--- config.mk ---
export PLATFORM = sky130hd
export DESIGN_NAME = sd_spi_block_read_window_flat
export DESIGN_NICKNAME = d
export VERILOG_FILES = /design/src/sv/sdrw_pkg.sv /design/src/sv/sdrw_chan_if.sv /design/src/sv/sdrw_seq.sv /design/src/sv/sd_spi_block_read_window.sv /design/src/flat_wrapper.sv
export SDC_FILE = /design/constraint.sdc
export NUM_CORES = 1
export LEC_CHECK = 0
export BUFFER_PORTS_ARGS = -buffer_cell sky130_fd_sc_hd__buf_4
export CORE_UTILIZATION = 40
export DETAILED_ROUTE_END_ITERATION = 10
export SLEW_MARGIN = 30
export SYNTH_ARGS = -nofsm -noshare
export SYNTH_HDL_FRONTEND = slang
export SYNTH_SLANG_ARGS = --single-unit
--- constraint.sdc ---
create_clock -name clk -period 3.01 [get_ports clk]
set_input_delay 0.301 -clock clk [delete_from_list [all_inputs] [get_ports clk]]
set_output_delay 0.301 -clock clk [all_outputs]
set_load 0.02 [all_outputs]
--- src/sv/sdrw_pkg.sv ---
// ============================================================================
// sdrw_pkg: shared types and constants for the SD SPI block read sequencer
// Item layouts, sequencer phases, command byte builder.
// ============================================================================
package sdrw_pkg;

    localparam int unsigned BLOCK_BYTES = 512;
    localparam int unsigned CMD_BYTES   = 6;

    localparam logic [7:0] CMD17_BYTE   = 8'h51;
    localparam logic [7:0] START_TOKEN  = 8'hFE;
    localparam logic [7:0] R1_READY     = 8'h00;
    localparam logic [7:0] FILL_BYTE    = 8'hFF;
    localparam logic [7:0] POLL_RESET   = 8'd10;

    localparam logic [9:0] BLOCK_CNT    = 10'(BLOCK_BYTES);
    localparam logic [9:0] BLOCK_END    = 10'(BLOCK_BYTES + 2);
    localparam logic [9:0] CMD_CNT      = 10'(CMD_BYTES);

    typedef enum logic [2:0] {
        PH_IDLE,
        PH_CMD,
        PH_POLL_R,
        PH_POLL_T,
        PH_DATA
    } phase_t;

    typedef enum logic {
        REQ_START = 1'b0,
        REQ_BYTE  = 1'b1
    } req_kind_t;

    typedef struct packed {
        logic        req_type;
        logic [22:0] sector;
        logic [8:0]  offset;
        logic [9:0]  length;
        logic [7:0]  rx_byte;
    } req_t;

    typedef struct packed {
        logic       tx_valid;
        logic [7:0] tx_byte;
        logic       chip_select;
        logic       data_valid;
        logic [7:0] data_byte;
        logic [8:0] data_index;
        logic       data_last;
        logic       done_res;
    } res_t;

    function automatic logic [7:0] cmd_byte(input logic [2:0] k, input logic [22:0] sector);
        logic [7:0] b;
        case (k)
            3'd0:    b = CMD17_BYTE;
            3'd1:    b = sector[22:15];
            3'd2:    b = sector[14:7];
            3'd3:    b = {sector[6:0], 1'b0};
            3'd4:    b = 8'h00;
            default: b = FILL_BYTE;
        endcase
        return b;
    endfunction

endpackage

--- src/sv/sdrw_chan_if.sv ---
// ============================================================================
// sdrw_chan_if: valid/ready channel
// Carries one item of type T from source to sink.
// ============================================================================
interface sdrw_chan_if #(
    parameter type T = logic
) ();
    logic valid;
    logic ready;
    T     data;

    modport source (output valid, output data, input ready);
    modport sink   (input valid, input data, output ready);
endinterface

--- src/sv/sdrw_seq.sv ---
// ============================================================================
// sdrw_seq: read sequencer state and per-item step logic
// Computes the result of one item and updates phase and counters on fire.
// ============================================================================
module sdrw_seq (
    input  logic            clk,
    input  logic            rst_n,
    input  logic            fire,
    input  sdrw_pkg::req_t  item,
    input  logic [7:0]      poll_limit,
    output sdrw_pkg::res_t  res
);
    import sdrw_pkg::*;

    phase_t      phase_reg,       phase_next;
    logic [9:0]  byte_count_reg,  byte_count_next;
    logic [7:0]  poll_count_reg,  poll_count_next;
    logic [22:0] held_sector_reg, held_sector_next;
    logic [8:0]  held_offset_reg, held_offset_next;
    logic [9:0]  held_length_reg, held_length_next;

    logic [9:0]  room;
    logic [10:0] win_end;
    logic [9:0]  bc_inc;
    logic [7:0]  pc_inc;
    logic [7:0]  want;
    logic [9:0]  rel;

    assign room    = BLOCK_CNT - {1'b0, item.offset};
    assign win_end = {2'b00, held_offset_reg} + {1'b0, held_length_reg};
    assign bc_inc  = byte_count_reg + 10'd1;
    assign pc_inc  = poll_count_reg + 8'd1;
    assign want    = (phase_reg == PH_POLL_R) ? R1_READY : START_TOKEN;
    assign rel     = byte_count_reg - {1'b0, held_offset_reg};

    always_comb
    begin
        phase_next       = phase_reg;
        byte_count_next  = byte_count_reg;
        poll_count_next  = poll_count_reg;
        held_sector_next = held_sector_reg;
        held_offset_next = held_offset_reg;
        held_length_next = held_length_reg;
        res              = '0;
        if (item.req_type == REQ_START)
        begin
            held_sector_next = item.sector;
            held_offset_next = item.offset;
            held_length_next = (item.length > room) ? room : item.length;
            phase_next       = PH_CMD;
            poll_count_next  = 8'd0;
            byte_count_next  = 10'd1;
            res.tx_valid     = 1'b1;
            res.tx_byte      = CMD17_BYTE;
            res.chip_select  = 1'b1;
        end
        else
        begin
            case (phase_reg)
                PH_CMD:
                begin
                    res.tx_valid    = 1'b1;
                    res.chip_select = 1'b1;
                    if (byte_count_reg < CMD_CNT)
                    begin
                        res.tx_byte     = cmd_byte(byte_count_reg[2:0], held_sector_reg);
                        byte_count_next = bc_inc;
                    end
                    else
                    begin
                        res.tx_byte     = FILL_BYTE;
                        phase_next      = PH_POLL_R;
                        poll_count_next = 8'd0;
                    end
                end
                PH_POLL_R, PH_POLL_T:
                begin
                    res.tx_valid    = 1'b1;
                    res.tx_byte     = FILL_BYTE;
                    res.chip_select = 1'b1;
                    poll_count_next = pc_inc;
                    if (item.rx_byte == want || pc_inc >= poll_limit)
                    begin
                        poll_count_next = 8'd0;
                        if (phase_reg == PH_POLL_R)
                        begin
                            phase_next = PH_POLL_T;
                        end
                        else
                        begin
                            phase_next      = PH_DATA;
                            byte_count_next = 10'd0;
                        end
                    end
                end
                PH_DATA:
                begin
                    if (byte_count_reg >= {1'b0, held_offset_reg}
                        && {1'b0, byte_count_reg} < win_end)
                    begin
                        res.data_valid = 1'b1;
                        res.data_byte  = item.rx_byte;
                        res.data_index = rel[8:0];
                        res.data_last  = ({1'b0, bc_inc} == win_end);
                    end
                    byte_count_next = bc_inc;
                    if (bc_inc < BLOCK_END)
                    begin
                        res.tx_valid    = 1'b1;
                        res.tx_byte     = FILL_BYTE;
                        res.chip_select = 1'b1;
                    end
                    else
                    begin
                        phase_next      = PH_IDLE;
                        byte_count_next = 10'd0;
                        res.done_res    = 1'b1;
                    end
                end
                default:
                begin
                    phase_next = PH_IDLE;
                end
            endcase
        end
    end

    always_ff @(posedge clk or negedge rst_n)
    begin
        if (!rst_n)
        begin
            phase_reg       <= PH_IDLE;
            byte_count_reg  <= '0;
            poll_count_reg  <= '0;
            held_sector_reg <= '0;
            held_offset_reg <= '0;
            held_length_reg <= '0;
        end
        else if (fire)
        begin
            phase_reg       <= phase_next;
            byte_count_reg  <= byte_count_next;
            poll_count_reg  <= poll_count_next;
            held_sector_reg <= held_sector_next;
            held_offset_reg <= held_offset_next;
            held_length_reg <= held_length_next;
        end
    end

    a_done_idle: assert property (@(posedge clk) disable iff (!rst_n)
        fire && res.done_res |=> phase_reg == PH_IDLE)
        else $error("done without return to idle");

    a_data_phase: assert property (@(posedge clk) disable iff (!rst_n)
        fire && res.data_valid |-> phase_reg == PH_DATA)
        else $error("data captured outside data phase");

    a_cs_tx: assert property (@(posedge clk) disable iff (!rst_n)
        fire |-> res.chip_select == res.tx_valid)
        else $error("chip select disagrees with tx valid");

    a_index_range: assert property (@(posedge clk) disable iff (!rst_n)
        fire && res.data_valid |-> {1'b0, res.data_index} < held_length_reg)
        else $error("data index beyond length");

    a_clamp: assert property (@(posedge clk) disable iff (!rst_n)
        fire && item.req_type == REQ_START
        |=> {2'b00, held_offset_reg} + {1'b0, held_length_reg} <= 11'(BLOCK_BYTES))
        else $error("length not clamped");

endmodule

--- src/sv/sd_spi_block_read_window.sv ---
// ============================================================================
// sd_spi_block_read_window: SD card SPI mode single block read sequencer
// Input register, step logic, result register; poll limit register.
// ============================================================================
// A result enters the result register when its item leaves the input register.
// One item per cycle while the result channel is not stalled; the step in sdrw_seq is combinational.
// An item is taken while a finished result waits, until the input register fills.
// Reset: idle phase, counters and held fields zero, poll limit 10, both
// pipeline registers empty.
module sd_spi_block_read_window (
    input  logic         clk,
    input  logic         rst_n,
    sdrw_chan_if.sink    req,
    sdrw_chan_if.source  res,
    sdrw_chan_if.sink    cfg
);
    import sdrw_pkg::*;

    logic       in_valid_reg;
    req_t       in_item_reg;
    logic       out_valid_reg;
    res_t       out_item_reg;
    logic [7:0] poll_limit_reg;
    logic       fire;
    res_t       step_res;

    assign fire      = in_valid_reg && (!out_valid_reg || res.ready);
    assign req.ready = !in_valid_reg || fire;
    assign cfg.ready = 1'b1;
    assign res.valid = out_valid_reg;
    assign res.data  = out_item_reg;

    sdrw_seq u_seq (
        .clk        (clk),
        .rst_n      (rst_n),
        .fire       (fire),
        .item       (in_item_reg),
        .poll_limit (poll_limit_reg),
        .res        (step_res)
    );

    always_ff @(posedge clk or negedge rst_n)
    begin
        if (!rst_n)
        begin
            in_valid_reg   <= 1'b0;
            out_valid_reg  <= 1'b0;
            poll_limit_reg <= POLL_RESET;
        end
        else
        begin
            if (req.valid && req.ready)
            begin
                in_valid_reg <= 1'b1;
            end
            else if (fire)
            begin
                in_valid_reg <= 1'b0;
            end
            if (fire)
            begin
                out_valid_reg <= 1'b1;
            end
            else if (res.ready)
            begin
                out_valid_reg <= 1'b0;
            end
            if (cfg.valid)
            begin
                poll_limit_reg <= cfg.data;
            end
        end
    end

    always_ff @(posedge clk)
    begin
        if (req.valid && req.ready)
        begin
            in_item_reg <= req.data;
        end
        if (fire)
        begin
            out_item_reg <= step_res;
        end
    end

    a_no_overwrite: assert property (@(posedge clk) disable iff (!rst_n)
        out_valid_reg && !res.ready |=> out_valid_reg && $stable(out_item_reg))
        else $error("result overwritten while stalled");

    a_in_hold: assert property (@(posedge clk) disable iff (!rst_n)
        in_valid_reg && !fire |=> in_valid_reg && $stable(in_item_reg))
        else $error("input item lost while stalled");

    a_fire_out: assert property (@(posedge clk) disable iff (!rst_n)
        fire |=> out_valid_reg)
        else $error("processed item produced no result");

endmodule

--- src/flat_wrapper.sv ---
// flat-port wrapper written by rule: the top's interface ports become plain ports
module sd_spi_block_read_window_flat import sdrw_pkg::*;
  (clk, rst_n, req_valid, req_data, req_ready, res_valid, res_data, res_ready, cfg_valid, cfg_data, cfg_ready);
  sdrw_chan_if #(.T(req_t)) req_i ();
  sdrw_chan_if #(.T(res_t)) res_i ();
  sdrw_chan_if #(.T(logic [7:0])) cfg_i ();
  input  logic clk;
  input  logic rst_n;
  input wire logic [$bits(req_i.valid)-1:0] req_valid;
  input wire logic [$bits(req_i.data)-1:0] req_data;
  output wire logic [$bits(req_i.ready)-1:0] req_ready;
  output wire logic [$bits(res_i.valid)-1:0] res_valid;
  output wire logic [$bits(res_i.data)-1:0] res_data;
  input wire logic [$bits(res_i.ready)-1:0] res_ready;
  input wire logic [$bits(cfg_i.valid)-1:0] cfg_valid;
  input wire logic [$bits(cfg_i.data)-1:0] cfg_data;
  output wire logic [$bits(cfg_i.ready)-1:0] cfg_ready;
  assign req_i.valid = req_valid;
  assign req_i.data = req_data;
  assign req_ready = req_i.ready;
  assign res_valid = res_i.valid;
  assign res_data = res_i.data;
  assign res_i.ready = res_ready;
  assign cfg_i.valid = cfg_valid;
  assign cfg_i.data = cfg_data;
  assign cfg_ready = cfg_i.ready;
  sd_spi_block_read_window u_core (.clk(clk), .rst_n(rst_n), .req(req_i), .res(res_i), .cfg(cfg_i));
endmodule
**After elaboration in Yosys (flattened, before gate mapping)**

Index checks and enable logic that the tools add are counted.

- Output and inout bits: 33
- Bits in registers: 154

- Multiplexer cells: 28
- Bitwise operators: 1
- Magnitude comparators: 6
- Add/sub/neg operators: 5
- Reductions and logical operators: 18
- Eq/ne operators: 17

Operator list:

| cell | count |
|---|---|
| 10-bit two-way mux | 7 |
| 10-bit one-hot mux with 3 select lines | 2 |
| 8-bit two-way mux | 5 |
| 8-bit one-hot mux with 5 select lines | 1 |
| 19-bit two-way mux | 1 |
| 3-bit != test (second input constant) | 6 |
| 8-bit one-hot mux with 2 select lines | 1 |
| 3-bit two-way mux | 5 |
| 3-bit by 2-bit == test with 1-bit output (second input constant) | 4 |
| 9-bit by 10-bit adder with 11-bit output | 1 |
| 10-bit by 11-bit == test with 1-bit output | 1 |
| 10-bit by 11-bit less-than comparator with 1-bit output | 1 |
| 10-bit by 1-bit adder with 10-bit output (second input constant) | 1 |
| 10-bit by 9-bit greater-or-equal comparator with 1-bit output | 1 |
| 10-bit greater-than comparator | 1 |
| 10-bit less-than comparator (second input constant) | 1 |
| 10-bit by 3-bit less-than comparator with 1-bit output (second input constant) | 1 |
| 10-bit by 9-bit subtractor with 10-bit output (first input constant) | 1 |
| 3-bit one-hot mux with 3 select lines | 1 |
| 9-bit subtractor | 1 |
| 8-bit by 1-bit adder with 8-bit output (second input constant) | 1 |
| 8-bit == test | 1 |
| 8-bit greater-or-equal comparator | 1 |
| 3-bit by 1-bit == test with 1-bit output (second input constant) | 2 |
| 14 further kinds | 27 |

**Longest topological paths before layout**

Gate-level depths: netlist of run 1.

- Word-level depth: 7
- Depth in mapped cells: 14

**Modules after synthesis**

From an unflattened synthesis of run 1, not the netlist that was laid out.

- Cells, all modules: 669
- Area, all modules: 8010.2 um^2

Modules (own cells, without submodules):

| module | area an instance (um^2) | sequential area each (um^2) | times used | cells each |
|---|---|---|---|---|
| sdrw_seq | 5143.7 | 1576.5 | 1 | 561 |
| sd_spi_block_read_window | 2866.5 | 2685.1 | 1 | 108 |

**Worst setup path after synthesis of run 1**

No wires, ideal clock.

- Path type: reg-to-reg
- Start: reg u_core.u_seq.held_offset_reg[4]
- End: reg u_core.out_item_reg, in the netlist u_core.res.data[11] (data pin)
- Arrival time: 3.046 ns
- Stages on the path, launching flop included: 14
- Path buffers: 0
- Data required time: 2.755 ns
- Period minus slack after synthesis: 3.301 ns
- Slack: -0.291 ns
- Cell sequence: dfrtp_1 -> ha_1 -> and3_1 -> a221oi_1 -> nand2_1 -> a21oi_1 -> xnor2_1 -> ha_1 -> nand3_1 -> a211oi_1 -> nor2_1 -> o21ai_1 -> inv_1 -> and2_1

- Longest elaborated chain between the ends: 4
- Elaborated cells on any way between the ends: 5
- Classes of those cells: add/sub: 1; order compare: 2; reduce/logical: 2

RTL lines:

| item | RTL line | text |
|---|---|---|
| start, declared | sdrw_seq.sv:19 | `logic [8:0] held_offset_reg, held_offset_next;` |
| start signal, assigned | sdrw_seq.sv:145 | `held_offset_reg <= held_offset_next;` |
| 9-bit by 10-bit adder with 11-bit output | sdrw_seq.sv:30 | `assign win_end = {2'b00, held_offset_reg} + {1'b0, held_length_reg};` |
| 10-bit by 11-bit less-than comparator with 1-bit output | sdrw_seq.sv:99 | `&& {1'b0, byte_count_reg} < win_end)` |
| 1-bit logical AND (*) | sdrw_seq.sv:99 |  |
| 3-bit AND reduction (no line) (*) | -- |  |
| end signal, assigned | sd_spi_block_read_window.sv:83 | `out_item_reg <= step_res;` |
| end, declared | sd_spi_block_read_window.sv:22 | `res_t out_item_reg;` |

Mark *: on every way between the ends. The rest lies on a longest branch, timed or not.
A chain may end at the register's enable or synchronous reset.

**Worst setup path in the final report of run 1**

- Start: reg u_core.u_seq.held_length_reg[0]
- End: reg u_core.out_item_reg, in the netlist u_core.res.data[1] (data pin)

- Longest elaborated chain between the ends: 4
- Elaborated cells on any way between the ends: 5
- Classes of those cells: add/sub: 1; order compare: 1; eq/ne: 1; reduce/logical: 2

RTL lines:

| item | RTL line | text |
|---|---|---|
| start, declared | sdrw_seq.sv:20 | `logic [9:0] held_length_reg, held_length_next;` |
| start signal, assigned | sdrw_seq.sv:146 | `held_length_reg <= held_length_next;` |
| 9-bit by 10-bit adder with 11-bit output (*) | sdrw_seq.sv:30 |  |
| 10-bit by 11-bit less-than comparator with 1-bit output | sdrw_seq.sv:99 |  |
| 1-bit logical AND | sdrw_seq.sv:99 |  |
| 3-bit AND reduction (no line) | -- |  |

Marks and branches as above.

==> flow_metrics.env, run 1 <==
export IMPL_cp_required_ns=3.25
export IMPL_worstMarginPinSlew_ns=0.7070
export IMPL_p_int_uw=5206
export IMPL_slew_headroom_pct=52.87
export IMPL_fp_coreArea_um2=19650
export IMPL_finalNetCount=993
export IMPL_dieHeight_um=144.4
export IMPL_max_cap_violations=0
export IMPL_finish_utilization_pct=53.55
export IMPL_synth_edf_count=80
export IMPL_synthCells=709
export IMPL_p_leak_uw=0.004596
export IMPL_crit_type="reg -> reg"
export IMPL_combPwrFrac_pct=38.7
export IMPL_antenna_left=0
export IMPL_synth_seq_cells=153
export IMPL_via_per_inst=5.204
export IMPL_switching_power_uw=2817
export IMPL_violations="setup timing"
export IMPL_end_kind="register"
export IMPL_swShare_pct=35.11
export IMPL_clk_pin_slew_worst_paths_ns=0.07
export IMPL_synth_distinct_cells=68
export IMPL_synthFlopType="edfxtp_1"
export IMPL_p_per_area_nw_per_um2=762.3
export IMPL_final_max_slew_viol_count=0
export IMPL_grt_usage_pct=18.48
export IMPL_grt_max_degree=74
export IMPL_grt_pass1_vias=5856
export IMPL_largest_reg_flops=51
export IMPL_yosysSeqAreaShare_pct=52.18
export IMPL_power_share_clock_pct=27.3
export IMPL_initialDrtViolationCount=378
export IMPL_run_status="complete, but fails checks"
export IMPL_antenna_cells=0
export IMPL_seq_power_share_pct=34.0
export IMPL_max_freq_mhz=306.5
export IMPL_timing_final_crit_share_pct=108.4
export IMPL_syn_nets=828
export IMPL_setup_viol=19
export IMPL_hold_viol=0
export IMPL_antenna_found_initial=0
export IMPL_clock_latency_ns=0.43
export IMPL_htree_levels=4
export IMPL_cts_inserted_buffers=17
export IMPL_rows=51
export IMPL_drc=0
export IMPL_finalWorstSetupSlack_ns=-0.2532
export IMPL_critPathMaxFanout=2
export IMPL_cts_sink_count=153
export IMPL_yosysTopAreaCell="edfxtp_1"
export IMPL_yosys_top_cells_area="edfxtp_1, dfrtp_1, ha_1"
export IMPL_drt_first_pass_iters=6
export IMPL_wirelength_mm=18.73
export IMPL_vias=5995
export IMPL_synthArstFlopShare_pct=47.71
export IMPL_post_route_cells_drive_above_1_share_pct=34.39
export IMPL_yosys_warnings=0
export IMPL_root_buffer="clkbuf_16"
export IMPL_initial_utilization_pct=41.26
export IMPL_cts_tree="done"
export IMPL_yosys_area_top_type_share_pct=29.63
export IMPL_hold_ws_ns=0.04298
export IMPL_wl_per_cell_um=16.26
export IMPL_hpwl_mm=13.42
export IMPL_port_buffers=95
export IMPL_syn_area_per_cell_um2=11.44
export IMPL_gp_congestion=0.9154
export IMPL_finClkSkew_ns=0.007963
export IMPL_min_period_ns=3.263
export IMPL_grt_pass1_wl_mm=29.36
export IMPL_arrival_ns=3.50
export IMPL_grt_remaining_overflow=0
export IMPL_cts_buffer_depth=2
export IMPL_dieWidth_um=144.4
export IMPL_areaGrowthSynthToFinish_pct=29.79
export IMPL_io_pins=97
export IMPL_setup_worst_path_start_class="register"
export IMPL_hold_path_class="in -> reg"
export IMPL_rsz0062_at_grt="yes"
export IMPL_netlist_area_um2=8109
export IMPL_die_area_um2=20850
export IMPL_irDropWorstVdd_uv=429.0
metrics by stage:
step	power (uW)	TNS, ns	cells	setup WS [ns]	instance area (um2)
floorplan	4576	0	709	0.008348	8138
global placement	5469	-0.1270	1088	-0.09042	9388
detailed placement	5512	-1.261	1088	-0.2289	9388
CTS	7868	-2.026	1130	-0.1433	10120
global route	8491	-6.424	1152	-0.4046	10530
finish	8023	-2.264	1152	-0.2532	10530
worst max-delay path, cell delays in order (launching register included):
cell and delay [ns]:
dfrtp_1 0.39, ha_2 0.21, fa_2 0.43, a21oi_4 0.16, o22ai_2 0.09, a21boi_1 0.16
xor2_1 0.23, ha_1 0.29, a21o_1 0.17, a21oi_2 0.13, o21ai_2 0.07, nor2_2 0.18
and3_1 0.18, nand3_1 0.08, nor4bb_1 0.32
power by group through the flow:
stage	clock network (uW)	logic (uW)	registers (uW)
5_1_grt	2320	3400	2770
2_1_floorplan	0	1810	2760
6_report	2190	3100	2730
4_1_cts	2240	2900	2730
3_5_place_dp	0	2740	2770
3_3_place_gp	0	2720	2750
synth_stat cells (all sizes together), types with 8 or more instances:
cell and count:
nand2b 9, a222oi 8, nor2 33, mux2i 12, mux2 33, inv 51, a21oi 33, nor3 8
dfrtp 71, and2 19, nand3 18, ha 53, nand2 47, nor2b 10, nand4 10, edfxtp 80
clkbuf 13, o21ai 48, a21o 14, buf 12, xnor2 21, xor2 16, o31ai 9
layer usage:
layer / track usage, % / wire (um) / up-vias / share of wire [%]
met2: 29.81 / 8943 / 152 / 48
met3: 3.179 / 850 / 21 / 4.5
met1: 24.58 / 8611 / 2906 / 46
met4: 7.590 / 327 / 0 / 1.7
li1: - / - / 2916 / -
met5: 0 / 0 / - / 0
final timing paths:
path                                                                   from  cells past startpoint                                          end  slack, ns
worst max-delay path            u_core.u_seq.held_length_reg[0]$_DFFE_PN0P_                     14             u_core.res.data[1]$_SDFFCE_PN0P_      -0.25
worst min-delay path                                           req_data[33]                      1             u_core.in_item_reg[33]$_DFFE_PP_       0.04
worst max register to register  u_core.u_seq.held_length_reg[0]$_DFFE_PN0P_                     14             u_core.res.data[1]$_SDFFCE_PN0P_      -0.25
worst min register to register             u_core.in_item_reg[27]$_DFFE_PP_                      1  u_core.u_seq.held_sector_reg[0]$_DFFE_PN0P_       0.48
max in group asynchronous                                             rst_n                      2   u_core.u_seq.poll_count_reg[0]$_DFFE_PN0P_       2.02
min in group asynchronous                                             rst_n                      2  u_core.u_seq.held_offset_reg[4]$_DFFE_PN0P_       0.45
placed cells by master, fill, tap and decap left out, types with 7 or more instances in the layout:
cell / count
nand2b_1: 9
xnor2_1: 18
nand4_1: 9
and2_1: 12
inv_1: 50
and3_1: 7
nand2_1: 46
buf_4: 163
ha_1: 50
a222oi_1: 8
nor2b_1: 10
nor2_2: 7
o21ai_0: 43
mux2_2: 29
edfxtp_1: 80
mux2i_1: 7
a21o_1: 14
a21oi_1: 26
nand3_1: 16
inv_6: 7
xor2_1: 15
nor2_1: 24
clkbuf_16: 17
dfrtp_1: 70
timing repair:
| item | CTS | global route |
|---|---|---|
| hold endpoints to repair | 0 | 71 |
| setup endpoints to repair | 19 | 39 |
| gates cloned | 2 | 1 |
| buffers inserted | 8 | 20 |
| hold buffers | 0 | 1 |
| resized for setup | 14 | 57 |
| pin swaps | 18 | 27 |
cell families after synthesis:
group                      after synthesis  synth area share, %
AOI/OAI and AO/OA                      154                12.84
xor gates and xnor gates                37                3.996
and+or+nand+nor                        188                12.19
adders and majority gates               55                8.672
DFF                                    153                52.18
muxes                                   45                6.064
other                                    1              0.04624
buffers and inverters                   76                4.012
area by class of cell:
class	count	area, um2
clock buffers	17	425.4
clock inverters	15	178.9
fillers	1740	9129
inverters	51	196.4
multi-input cells	480	3851
flip-flops and latches	153	4233
well taps	265	331.6
repair buffers	170	1301
repair inverters	1	7.507
No activity file was read; power rests on OpenSTA's default activity.
==> run 2, diff against run 1 <==
--- a/config.mk
+++ b/config.mk
@@ -6,8 +6,10 @@
 export NUM_CORES = 1
 export LEC_CHECK = 0
 export BUFFER_PORTS_ARGS = -buffer_cell sky130_fd_sc_hd__buf_4
+export CORE_MARGIN = 5
 export CORE_UTILIZATION = 40
 export DETAILED_ROUTE_END_ITERATION = 10
+export SKIP_LAST_GASP = 1
 export SLEW_MARGIN = 30
 export SYNTH_ARGS = -nofsm -noshare
 export SYNTH_HDL_FRONTEND = slang
==> constraint.sdc (replaced) <==
create_clock -name clk -period 3 [get_ports clk]
set_input_delay 0.3 -clock clk [delete_from_list [all_inputs] [get_ports clk]]
set_output_delay 0.3 -clock clk [all_outputs]
set_load 0.02 [all_outputs]
==> run 2 against run 1 <==
  * Highest routed layer unchanged
  * Maximum frequency decreased by 1.1%
  * Largest cell class unchanged
  * Sequential cell count stayed put
  * Critical path depth stayed put
  * Routed wire length is 0.38% higher
  * Critical endpoint unchanged
  * Cell count shrank 0.69%
  * The flow still finishes with violations (setup timing)
==> flow_metrics.env, run 2 (synthesized netlist as in run 1, its figures left out) <==
export IMPL_run_status="complete, but fails checks"
export IMPL_violations="setup timing"
export IMPL_dieWidth_um=152.4
export IMPL_seq_area_um2=4232
export IMPL_final_cells=1144
export IMPL_post_route_cells_drive_above_1_share_pct=31.12
export IMPL_vias=5998
export IMPL_cts_sink_count=153
export IMPL_cts_buffer_depth=2
export IMPL_power_share_clock_pct=25.5
export IMPL_cts_inserted_buffers=17
export IMPL_worstMarginPinSlew_ns=0.6869
export IMPL_initialDrtViolationCount=339
export IMPL_gp_congestion=0.9386
export IMPL_n_fill_cell=1768
export IMPL_hpwl_mm=13.90
export IMPL_hold_viol=0
export IMPL_largest_reg_flops=51
export IMPL_finalWorstSetupSlack_ns=-0.2995
export IMPL_combPwrFrac_pct=38.7
export IMPL_swShare_pct=34.93
export IMPL_htree_levels=4
export IMPL_grt_pass1_wl_mm=29.97
export IMPL_p_per_area_nw_per_um2=746.5
export IMPL_wl_met2_mm=9.061
export IMPL_max_cap_violations=0
export IMPL_antenna_left=0
export IMPL_top_layer="met4"
export IMPL_grt_remaining_overflow=0
export IMPL_arrival_ns=3.54
export IMPL_timing_final_crit_share_pct=110.0
export IMPL_tns_ns=-3.888
export IMPL_end_kind="register"
export IMPL_final_common_cell="buf_4"
export IMPL_die_area_um2=23220
export IMPL_p_leak_uw=0.004473
export IMPL_antenna_found_initial=0
export IMPL_p_int_uw=4972
export IMPL_root_buffer="clkbuf_16"
export IMPL_critPathMaxFanout=2
export IMPL_finClkSkew_ns=0.008981
export IMPL_wirelength_mm=18.81
export IMPL_initial_utilization_pct=40.33
export IMPL_dieHeight_um=152.4
export IMPL_finalNetCount=980
export IMPL_multiInputGateArea_um2=3732
export IMPL_setup_worst_path_start_class="register"
export IMPL_switching_power_uw=2669
export IMPL_drc=0
export IMPL_slew_headroom_pct=54.20
export IMPL_crit_type="reg -> reg"
export IMPL_hold_path_class="in -> reg"
export IMPL_route_met3_wl_um=849
export IMPL_cts_tree="done"
export IMPL_final_max_slew_viol_count=0
export IMPL_antenna_cells=0
export IMPL_grt_usage_pct=15.85
export IMPL_rows=52
export IMPL_clock_latency_ns=0.43
export IMPL_wl_per_cell_um=16.44
export IMPL_areaGrowthSynthToFinish_pct=26.23
export IMPL_fp_coreArea_um2=20100
export IMPL_grt_pass1_vias=6047
export IMPL_min_period_ns=3.299
export IMPL_finish_utilization_pct=50.91
export IMPL_clk_pin_slew_worst_paths_ns=0.06
export IMPL_max_freq_mhz=303.1
export IMPL_grt_max_degree=74
export IMPL_layout_cells_most_common_list="buf_4, edfxtp_1, dfrtp_1"
export IMPL_cp_required_ns=3.24
export IMPL_seq_power_share_pct=35.8
export IMPL_wl_met1_mm=8.348
export IMPL_setup_viol=19
export IMPL_place_inst=1092
export IMPL_irDropWorstVdd_uv=522.4
export IMPL_port_buffers=95
export IMPL_drt_first_pass_iters=5
export IMPL_via_per_inst=5.243
export IMPL_rsz0062_at_grt="yes"
export IMPL_io_pins=97
## run 2: metrics by stage
step                      setup WS (ns)  total power [uW]  hold WS (ns)  cell area, um2
after floorplan                0.001566              4592      0.004409            8139
after global placement         -0.06293              5444        0.4656            9399
after detailed placement        -0.4013              5530        0.4643            9399
after CTS                       -0.2278              7593       0.02165           10020
after global routing            -0.4805              8097       0.02487           10240
final                           -0.2995              7642       0.04441           10240
## run 2: final cells by class
cell class,instances,share of cell area [%]
sequential,153,41.34
multi-input combinational,480,36.46
clock buffer,19,4.229
tap,270,3.300
clock inverter,13,0.9412
timing repair buffer,158,11.86
inverter,51,1.870
## run 2: final timing paths
kind,start,cells after the start,slack (ns),to
min in group asynchronous,rst_n,2,0.45,u_core.u_seq.held_length_reg[5]$_DFFE_PN0P_
setup reg to reg,u_core.u_seq.held_offset_reg[0]$_DFFE_PN0P_,14,-0.30,u_core.res.data[1]$_SDFFCE_PN0P_
max in group asynchronous,rst_n,2,2.04,u_core.u_seq.byte_count_reg[8]$_DFFE_PN0P_
setup / recovery,u_core.u_seq.held_offset_reg[0]$_DFFE_PN0P_,14,-0.30,u_core.res.data[1]$_SDFFCE_PN0P_
hold / removal,req_data[27],1,0.04,u_core.in_item_reg[27]$_DFFE_PP_
hold reg to reg,u_core.in_item_reg[45]$_DFFE_PP_,1,0.47,u_core.u_seq.held_sector_reg[18]$_DFFE_PN0P_
## run 2: power groups by stage
stage	Combinational [uW]	Sequential (uW)	Clock [uW]
after global placement	2690	2760	0
final	2960	2730	1950
after detailed placement	2760	2780	0
after floorplan	1820	2770	0
after CTS	2850	2730	2010
after global routing	3250	2770	2080
## run 2: critical path, cell delays in order, from the launching register on
cell	delay, ns
dfrtp_1	0.38
ha_2	0.20
fa_2	0.37
a21oi_4	0.16
o22ai_2	0.12
a21boi_2	0.19
xor2_1	0.21
ha_1	0.29
a21o_1	0.19
a21oi_2	0.14
o21ai_1	0.07
nor2_1	0.17
and3_1	0.21
nand3_2	0.10
nor4bb_4	0.30
## run 2: repair_timing
action	in CTS	in global routing
pin swaps	13	22
resized for setup	8	28
hold endpoints to repair	0	71
cloned	0	2
hold buffers	0	1
endpoints found under the setup margin	19	39
setup buffers	8	9
## run 2: routing by layer
| layer | vias to the layer above | global-route usage, % |
|---|---|---|
| li1 | 2885 | - |
| met4 | 0 | 6.764 |
| met3 | 46 | 3.919 |
| met2 | 185 | 25.57 |
| met5 | - | 0 |
| met1 | 2882 | 20.38 |
